$ cat src/rtl/assert_macros.svh
// Assertion helpers, sampled on the rising edge, disabled in reset.
`ifndef ASSERT_MACROS_SVH
`define ASSERT_MACROS_SVH

// Implication in the same cycle.
`define PMA_ASSERT_NOW(label, clk, rst_n, ante, cons, msg) \
    label: assert property (@(posedge clk) disable iff (!rst_n) (ante) |-> (cons)) \
        else $error(msg);

// Implication in the next cycle.
`define PMA_ASSERT_NEXT(label, clk, rst_n, ante, cons, msg) \
    label: assert property (@(posedge clk) disable iff (!rst_n) (ante) |=> (cons)) \
        else $error(msg);

`endif

$ cat src/rtl/pma_pkg.sv
`timescale 1ns / 1ps

package pma_pkg;

    localparam int FRAC_BITS = 24;
    localparam int DATA_W    = 32;
    localparam int ACC_W     = 48;
    localparam int PROD_W    = 64;

    // square root: radicand is variance << FRAC_BITS, padded to an even width
    localparam int RAD_W      = DATA_W + FRAC_BITS + (FRAC_BITS % 2);
    localparam int ROOT_W     = RAD_W / 2;
    localparam int SQRT_REM_W = ROOT_W + 2;
    localparam int SQRT_STEPS = ROOT_W;

    // divider: numerator is |return| << FRAC_BITS
    localparam int NUM_W     = DATA_W + FRAC_BITS;
    localparam int DIV_REM_W = ROOT_W + 1;
    localparam int DIV_STEPS = NUM_W;

    localparam int CNT_W  = $clog2(NUM_W + 1);
    localparam int ADDR_W = 4;

    localparam logic [1:0] REG_RETURNS_GIVEN = 2'd0;
    localparam logic [1:0] REG_VOLS_GIVEN    = 2'd1;
    localparam logic [1:0] REG_CURRENT_GIVEN = 2'd2;

    localparam logic signed [PROD_W-1:0] ACC_MAX_P =
        {{(PROD_W - ACC_W + 1){1'b0}}, {(ACC_W - 1){1'b1}}};
    localparam logic signed [PROD_W-1:0] ACC_MIN_P =
        {{(PROD_W - ACC_W + 1){1'b1}}, {(ACC_W - 1){1'b0}}};
    localparam logic signed [PROD_W-1:0] OUT_MAX_P =
        {{(PROD_W - DATA_W + 1){1'b0}}, {(DATA_W - 1){1'b1}}};
    localparam logic signed [PROD_W-1:0] OUT_MIN_P =
        {{(PROD_W - DATA_W + 1){1'b1}}, {(DATA_W - 1){1'b0}}};
    localparam logic signed [ACC_W:0] OUT_MAX_A =
        {{(ACC_W - DATA_W + 2){1'b0}}, {(DATA_W - 1){1'b1}}};
    localparam logic signed [ACC_W:0] OUT_MIN_A =
        {{(ACC_W - DATA_W + 2){1'b1}}, {(DATA_W - 1){1'b0}}};
    localparam logic signed [ACC_W:0] ONE_A =
        {{(ACC_W - FRAC_BITS){1'b0}}, 1'b1, {FRAC_BITS{1'b0}}};
    localparam logic signed [ACC_W-1:0] ACC_MAX_A =
        {1'b0, {(ACC_W - 1){1'b1}}};
    localparam logic signed [ACC_W-1:0] ACC_MIN_A =
        {1'b1, {(ACC_W - 1){1'b0}}};

    typedef struct packed {
        logic returns_given;
        logic vols_given;
        logic current_given;
    } cfg_t;

    typedef struct packed {
        logic capture;
        logic sqrt_init;
        logic sqrt_step;
        logic div_init;
        logic div_step;
        logic out_load;
    } cmd_t;

    typedef struct packed {
        logic fin;
    } status_t;

    function automatic logic signed [ACC_W-1:0] acc_add(
        input logic signed [ACC_W-1:0]  acc,
        input logic signed [PROD_W-1:0] add
    );
        logic signed [PROD_W-1:0] add_c;
        logic signed [ACC_W:0]    sum;
        logic signed [ACC_W-1:0]  res;
        if (add > ACC_MAX_P)
            add_c = ACC_MAX_P;
        else if (add < ACC_MIN_P)
            add_c = ACC_MIN_P;
        else
            add_c = add;
        sum = {acc[ACC_W-1], acc} + add_c[ACC_W:0];
        if (sum[ACC_W] != sum[ACC_W-1])
            res = sum[ACC_W] ? ACC_MIN_A : ACC_MAX_A;
        else
            res = sum[ACC_W-1:0];
        return res;
    endfunction

    function automatic logic signed [DATA_W-1:0] sat_acc(
        input logic signed [ACC_W:0] x
    );
        logic signed [DATA_W-1:0] res;
        if (x > OUT_MAX_A)
            res = OUT_MAX_A[DATA_W-1:0];
        else if (x < OUT_MIN_A)
            res = OUT_MIN_A[DATA_W-1:0];
        else
            res = x[DATA_W-1:0];
        return res;
    endfunction

    function automatic logic signed [DATA_W-1:0] sat_prod(
        input logic signed [PROD_W-1:0] x
    );
        logic signed [DATA_W-1:0] res;
        if (x > OUT_MAX_P)
            res = OUT_MAX_P[DATA_W-1:0];
        else if (x < OUT_MIN_P)
            res = OUT_MIN_P[DATA_W-1:0];
        else
            res = x[DATA_W-1:0];
        return res;
    endfunction

endpackage

$ cat src/rtl/pma_ctrl.sv
`timescale 1ns / 1ps

module pma_ctrl
(
    input  logic              clk,
    input  logic              rst_n,
    input  logic              in_valid,
    input  logic              in_last,
    output logic              in_ready,
    output logic              out_valid,
    input  logic              out_ready,
    input  pma_pkg::status_t  status,
    output pma_pkg::cmd_t     cmd
);

    typedef enum logic [6:0] {
        ST_RUN   = 7'b0000001,
        ST_DRAIN = 7'b0000010,
        ST_PREP  = 7'b0000100,
        ST_SQRT  = 7'b0001000,
        ST_DPREP = 7'b0010000,
        ST_DIV   = 7'b0100000,
        ST_LOAD  = 7'b1000000
    } state_t;

    state_t                    state_reg, state_next;
    logic [pma_pkg::CNT_W-1:0] cnt_reg, cnt_next;
    logic                      out_valid_reg, out_valid_next;

    always_comb
    begin
        cmd            = '0;
        state_next     = state_reg;
        cnt_next       = cnt_reg;
        out_valid_next = out_valid_reg & ~out_ready;
        in_ready       = (state_reg == ST_RUN);
        unique case (state_reg)
            ST_RUN:
            begin
                if (in_valid)
                begin
                    cmd.capture = 1'b1;
                    if (in_last)
                        state_next = ST_DRAIN;
                end
            end
            ST_DRAIN:
            begin
                if (status.fin)
                    state_next = ST_PREP;
            end
            ST_PREP:
            begin
                cmd.sqrt_init = 1'b1;
                cnt_next      = '0;
                state_next    = ST_SQRT;
            end
            ST_SQRT:
            begin
                cmd.sqrt_step = 1'b1;
                if (cnt_reg == pma_pkg::CNT_W'(pma_pkg::SQRT_STEPS - 1))
                begin
                    cnt_next   = '0;
                    state_next = ST_DPREP;
                end
                else
                    cnt_next = cnt_reg + 1'b1;
            end
            ST_DPREP:
            begin
                cmd.div_init = 1'b1;
                cnt_next     = '0;
                state_next   = ST_DIV;
            end
            ST_DIV:
            begin
                cmd.div_step = 1'b1;
                if (cnt_reg == pma_pkg::CNT_W'(pma_pkg::DIV_STEPS - 1))
                begin
                    cnt_next   = '0;
                    state_next = ST_LOAD;
                end
                else
                    cnt_next = cnt_reg + 1'b1;
            end
            ST_LOAD:
            begin
                if (!out_valid_reg || out_ready)
                begin
                    cmd.out_load   = 1'b1;
                    out_valid_next = 1'b1;
                    state_next     = ST_RUN;
                end
            end
            default:
            begin
                state_next = ST_RUN;
            end
        endcase
    end

    always_ff @(posedge clk or negedge rst_n)
    begin
        if (!rst_n)
        begin
            state_reg     <= ST_RUN;
            cnt_reg       <= '0;
            out_valid_reg <= 1'b0;
        end
        else
        begin
            state_reg     <= state_next;
            cnt_reg       <= cnt_next;
            out_valid_reg <= out_valid_next;
        end
    end

    assign out_valid = out_valid_reg;

endmodule

$ cat config.mk
export PLATFORM = sky130hd
export DESIGN_NAME = pma_ctrl
export DESIGN_NICKNAME = d
export VERILOG_FILES = /design/src/rtl/assert_macros.svh /design/src/rtl/pma_pkg.sv /design/src/rtl/pma_ctrl.sv
export SDC_FILE = /design/constraint.sdc
export NUM_CORES = 1
export LEC_CHECK = 0
export ABC_AREA = 1
export BUFFER_PORTS_ARGS = -buffer_cell sky130_fd_sc_hd__buf_4
export CORE_ASPECT_RATIO = 1.4
export CORE_MARGIN = 4
export CORE_UTILIZATION = 50
export CTS_CLUSTER_SIZE = 28
export DETAILED_ROUTE_END_ITERATION = 8
export GPL_TIMING_DRIVEN = 0
export PLACE_DENSITY = 0.74
export RECOVER_POWER = 50
export SLEW_MARGIN = 20
export SYNTH_ARGS = -nofsm -noshare
export SYNTH_HDL_FRONTEND = slang
export SYNTH_SLANG_ARGS = --single-unit
export TNS_END_PERCENT = 5
$ cat constraint.sdc
create_clock -name clk -period 2.2 [get_ports clk]
set_clock_uncertainty 0.2 [all_clocks]
set_input_delay 0.11 -clock clk [delete_from_list [all_inputs] [get_ports clk]]
set_output_delay 0.11 -clock clk [all_outputs]
set_load 0.05 [all_outputs]
---- After elaboration in Yosys (flattened, before gate mapping) ----
Cells that the tools add are included.
cells by class
  $add $sub $neg .......................... 1
  mux-type cells .......................... 20
  reduce and logical (&&, ||, !) cells .... 5
  bitwise operators ....................... 2
  equal/unequal tests ..................... 15
operators by type and width
  kind                                                  number
  one-hot mux 7 bit (7 select lines)                    1
  2-to-1 mux 7 bit                                      6
  one-hot mux 6 bit (3 select lines)                    1
  2-to-1 mux 6 bit                                      2
  inequality test 2 bit (second input constant)         6
  2-to-1 mux 1 bit                                      10
  equality test 7 x 1 -> 1 bit (second input constant)  1
  equality test 7 x 2 -> 1 bit (second input constant)  1
  equality test 7 x 3 -> 1 bit (second input constant)  1
  equality test 7 x 4 -> 1 bit (second input constant)  1
  equality test 7 x 5 -> 1 bit (second input constant)  1
  equality test 7 x 6 -> 1 bit (second input constant)  1
  equality test 7 bit (second input constant)           1
  adder 6 x 1 -> 6 bit (second input constant)          1
  equality test 6 x 5 -> 1 bit (second input constant)  1
  equality test 6 bit (second input constant)           1
  AND reduction 6 bit                                   1
  nonzero test 3 bit                                    1
  OR reduction 2 bit                                    1
  bitwise AND 1 bit                                     1
  zero test 1 bit                                       1
  logical OR 1 bit                                      1
  inverter 1 bit                                        1
storage, ports and cells
  bits of input ports ..................... 6
  register bits ........................... 14
  output and inout bits ................... 8
  logic and storage cells ................. 46

---- Depth between registers and ports, before layout ----
  depth after elaboration ................. 4
  mapped depth ............................ 10
  gate-level depth less buffers ........... 10

---- Least setup slack after synthesis ----
No wires, ideal clock.
  path kind ............................... reg2out
  start point ............................. register state_reg[2]
  end point ............................... output port cmd[5] (netlist name)
  slack ................................... 87 ps
  data required time ...................... 1,890 ps
  buffers on the path ..................... 0
  cell stages (with the launch flop) ...... 4
  data arrival time ....................... 1,803 ps
  cells stage by stage .................... dfrtp_1 > nor2_4 > nand3_2 > nor3b_1
RTL lines
  item                    RTL line         source
  from (decl)             pma_ctrl.sv:26   state_t state_reg, state_next;
  from (signal assigned)  pma_ctrl.sv:112  state_reg <= state_next;
  to (decl)               pma_ctrl.sv:13   output pma_pkg::cmd_t cmd

==> implementation parameters <==
Parameter                              Value

Status
  Outcome ... completed

GRT
  Global-route wire length before repair ... 3.884 mm
  Gr usage total ... 0.1906
  Global-route layer with the greatest usage ... met2
  Remaining global-route overflow ... 0
  Met3 Usage GRT ... 0.02047
  Met1 track demand over resource in global routing ... 0.1949
  Antenna violations before repair ... 0
  Number of global-route vias before repair ... 988
  Maximum number of pins on one net before global-route repair ... 11
  Routing usage on met2 ... 0.3661

Routing
  Number of vias per cell after detailed routing ... about 5
  Detailed Routing Iterations Pass 1 ... 4
  Wire per inst ... between 10 and 15 um
  Final wirelength ... 2.274 mm
  Initial DRC count ... 37
  Count of unresolved DRC violations after routing ... 0
  Antenna violation net count after detailed routing ... 0
  Via total after detailed routing ... 963

Pwr
  Total leakage power ... 0.6970 nW
  Tot Pwr ... 0.9582 mW
  Fraction of power consumed by sequential logic ... 0.361
  Pint ... 0.5297 mW
  Combinational Power Share ... 0.437
  Maximum ir drop on the vdd rail ... 0.5338 mV
  Pwr/cell area ... about 790 mW/mm2
  NetSw ... about 0.43 mW
  Share of power burned in the clock network ... 0.202
  Switching share of total power ... 0.4472

Floorplan
  Die height ... 61.24 um
  Initial cell density of the core ... 0.5193
  Core region area ... a little under 0.002 mm2
  Count of boundary I/O pins ... 14
  Std cell rows ... 19
  Die Outline Area ... about 0.0028 mm2
  Die width ... 46.03 um

STA
  Setup TNS ... 0 ns
  Measured slew at the worst slew-check pin ... 0.5964 ns
  RSZ-0062 raised after global routing ... no
  Final Hold Slack ... 0.3632 ns
  Number of max-slew violations in the final report ... 0
  Final setup violation count ... 0
  Slew Limit Headroom ... 0.6041
  Count of final hold-check violations ... 0
  Highest achievable clock rate ... 505.3 MHz
  Share of the cycle needed by the critical path after routing ... 0.8995
  Smallest setup slack after layout ... 0.2211 ns
  Fin crit period ... about 2.0 ns

Yosys
  Register area share after synthesis ... 0.3473
  Unique masters post-synth ... 25
  Post-Syn Area ... 0.001012 mm2
  Syn. warnings ... 0
  Syn nets ... 151
  Mapped Cells ... roughly 140
  Mean cell area of the mapped netlist ... 7.029 um2
  Number of flip-flops and latches in the synthesized netlist ... 14

Setup path
  Slack of the worst reg-to-reg path ... 0.29 ns
  Crit path launch ... state_reg[2]
  Worst Reg2Reg Path Length in Cells ... 10
  Setup crit start kind ... flop
  Cell class contributing the biggest share of worst-path delay ... buffers and inverters
  Type of the worst setup path ... flop to output port
  Crit Reg-Reg Endpoint ... cnt_reg[3]
  Delay of the slowest cell on the worst path ... 0.49 ns
  Slowest CP cell ... clkbuf_1
  Required time of the critical path ... around 1.9 ns
  Element type at the critical path end ... output port
  CP Max Fanout ... 3
  Reg2Reg Launch Point ... state_reg[0]
  Ordered cell list for the critical path ... nor2_4, nand3_2, nor3b_1, clkbuf_1
  CP Data Arrival Time ... 1.67 ns
  Worst Path Buf+Inv ... 1

Placed design
  Post-DP Area ... 0.001136 mm2
  IO buf count ... 13
  Half-perimeter wire length of the detailed placement result ... 1.749 mm
  Setup WS pre-CTS ... 0.4591 ns
  Final estimated routing congestion in global placement ... 0.8646
  Cell count after placement ... 178

Final layout
  Post-synthesis to final-layout area growth ... 19.16%
  Final non-filler cell total ... between 150 and 200
  Number of flip-flops in the largest register ... 7
  Final core utilization ... 0.6187
  Fill cell count ... 195
  Number of antenna diodes ... 0
  Most common cell after layout, fill and taps aside ... nand2_1
  Design Area, Final ... 0.001206 mm2
  Commonest cells after routing, fill and taps aside ... 53 x nand2_1, 17 x nor2_1, 16 x inv_1
  Total Nets Final ... between 150 and 200
  Layout cells sized above 1 ... 0.1964

Clock network
  Clk root buf ... clkbuf_4
  Source-to-sink clock delay at the later pin of the worst-skew pair ... 0.29 ns
  Clk buf depth ... 2
  Clock transition at the register clock pins on the worst setup and hold paths after CTS ... about 0.09 ns
  Number of clock sinks ... 14
  Number of buffers created by CTS ... 3
  Setup fix buffers added after clock tree synthesis ... 0
  H-Tree Level Count ... 1
  Clock tree from TritonCTS ... done

Min path
  Worst Hold End ... cnt_reg[1]
  Worst min path class ... flop to flop
  Min-Delay Startpoint ... cnt_reg[1]
  Number of cells on the worst hold path ... 2

Run
  Max-capacitance violation count ... 0
-- timing repair --
item,in CTS,in global routing
gates resized for setup,0,0
hold endpoints to repair,17,0
hold buffers,7,0
-- kinds of logic (layout without fill, tap and decap cells) --
kind of cell,after synthesis,after routing,share of synthesized area
AOI/OAI and AO/OA,4,4,0.02225
xor gates and xnor gates,1,1,0.008654
adders and majority gates,1,1,0.01236
buffers and inverters,21,45,0.07787
DFF,14,14,0.3473
and+or+nand+nor,103,103,0.5315
-- worst reg2reg max path: stages, from the launching register on --
cell	delay, ns
dfstp_1	0.56
nor2_1	0.11
nand2_4	0.10
inv_1	0.08
nand2_1	0.17
nand2_1	0.07
nor2_1	0.28
nand2_1	0.11
nand2_1	0.08
nand2_1	0.05
nand2_1	0.05
-- cells in the mapped netlist (all sizes together) --
cell     n  area, um2
dfstp    1      26.28
ha       1      12.51
nor3     1      5.000
o21bai   1      7.510
clkinv   1      3.750
or2      1      6.260
inv     20      75.07
and2     1      6.260
nand4    6      43.79
nand2   58      250.2
dfrtp   13      325.3
a21oi    1      5.000
o21ai    2      10.01
nor3b    2      15.01
nor2    22      131.4
nand3   12      80.08
xnor2    1      8.760
-- worst max-delay path by stage --
stage,endpoint,slack (ns),cells after the start
after global routing,cnt_reg[0],0.11,4
after global placement,state_reg[6],0.51,9
final,cmd[5],0.22,4
after detailed placement,state_reg[2],0.46,7
after CTS,cnt_reg[0],0.20,4
after floorplan,cmd[5],0.09,3
-- area by class of cell --
cell class                      instances  area [um2]  share of cell area
Inverter                               21       78.83             0.06535
Multi-Input combinational cell        109       559.3              0.4637
Sequential cell                        14       351.6              0.2915
Tap cell                               21       26.28             0.02178
Clock buffer                            4       36.28             0.03008
Timing Repair Buffer                   20       153.9              0.1276
-- routing by layer --
| metal | vias up | wire (um) | part of all wire |
|---|---|---|---|
| met2 | 19 | 1292 | 0.57 |
| met3 | 3 | 77 | 0.034 |
| met5 | - | 0 | 0 |
| met1 | 445 | 872 | 0.38 |
| li1 | 496 | - | - |
| met4 | 0 | 31 | 0.014 |
-- power by group through the flow --
stage / clock network [mW] / logic, mW / registers (mW)
2_1_floorplan: 0 / 0.350 / 0.347
3_3_place_gp: 0 / 0.436 / 0.353
3_5_place_dp: 0 / 0.448 / 0.356
4_1_cts: 0.195 / 0.458 / 0.351
5_1_grt: 0.206 / 0.473 / 0.354
6_report: 0.194 / 0.419 / 0.346
Power figures use the tool's default switching activity.
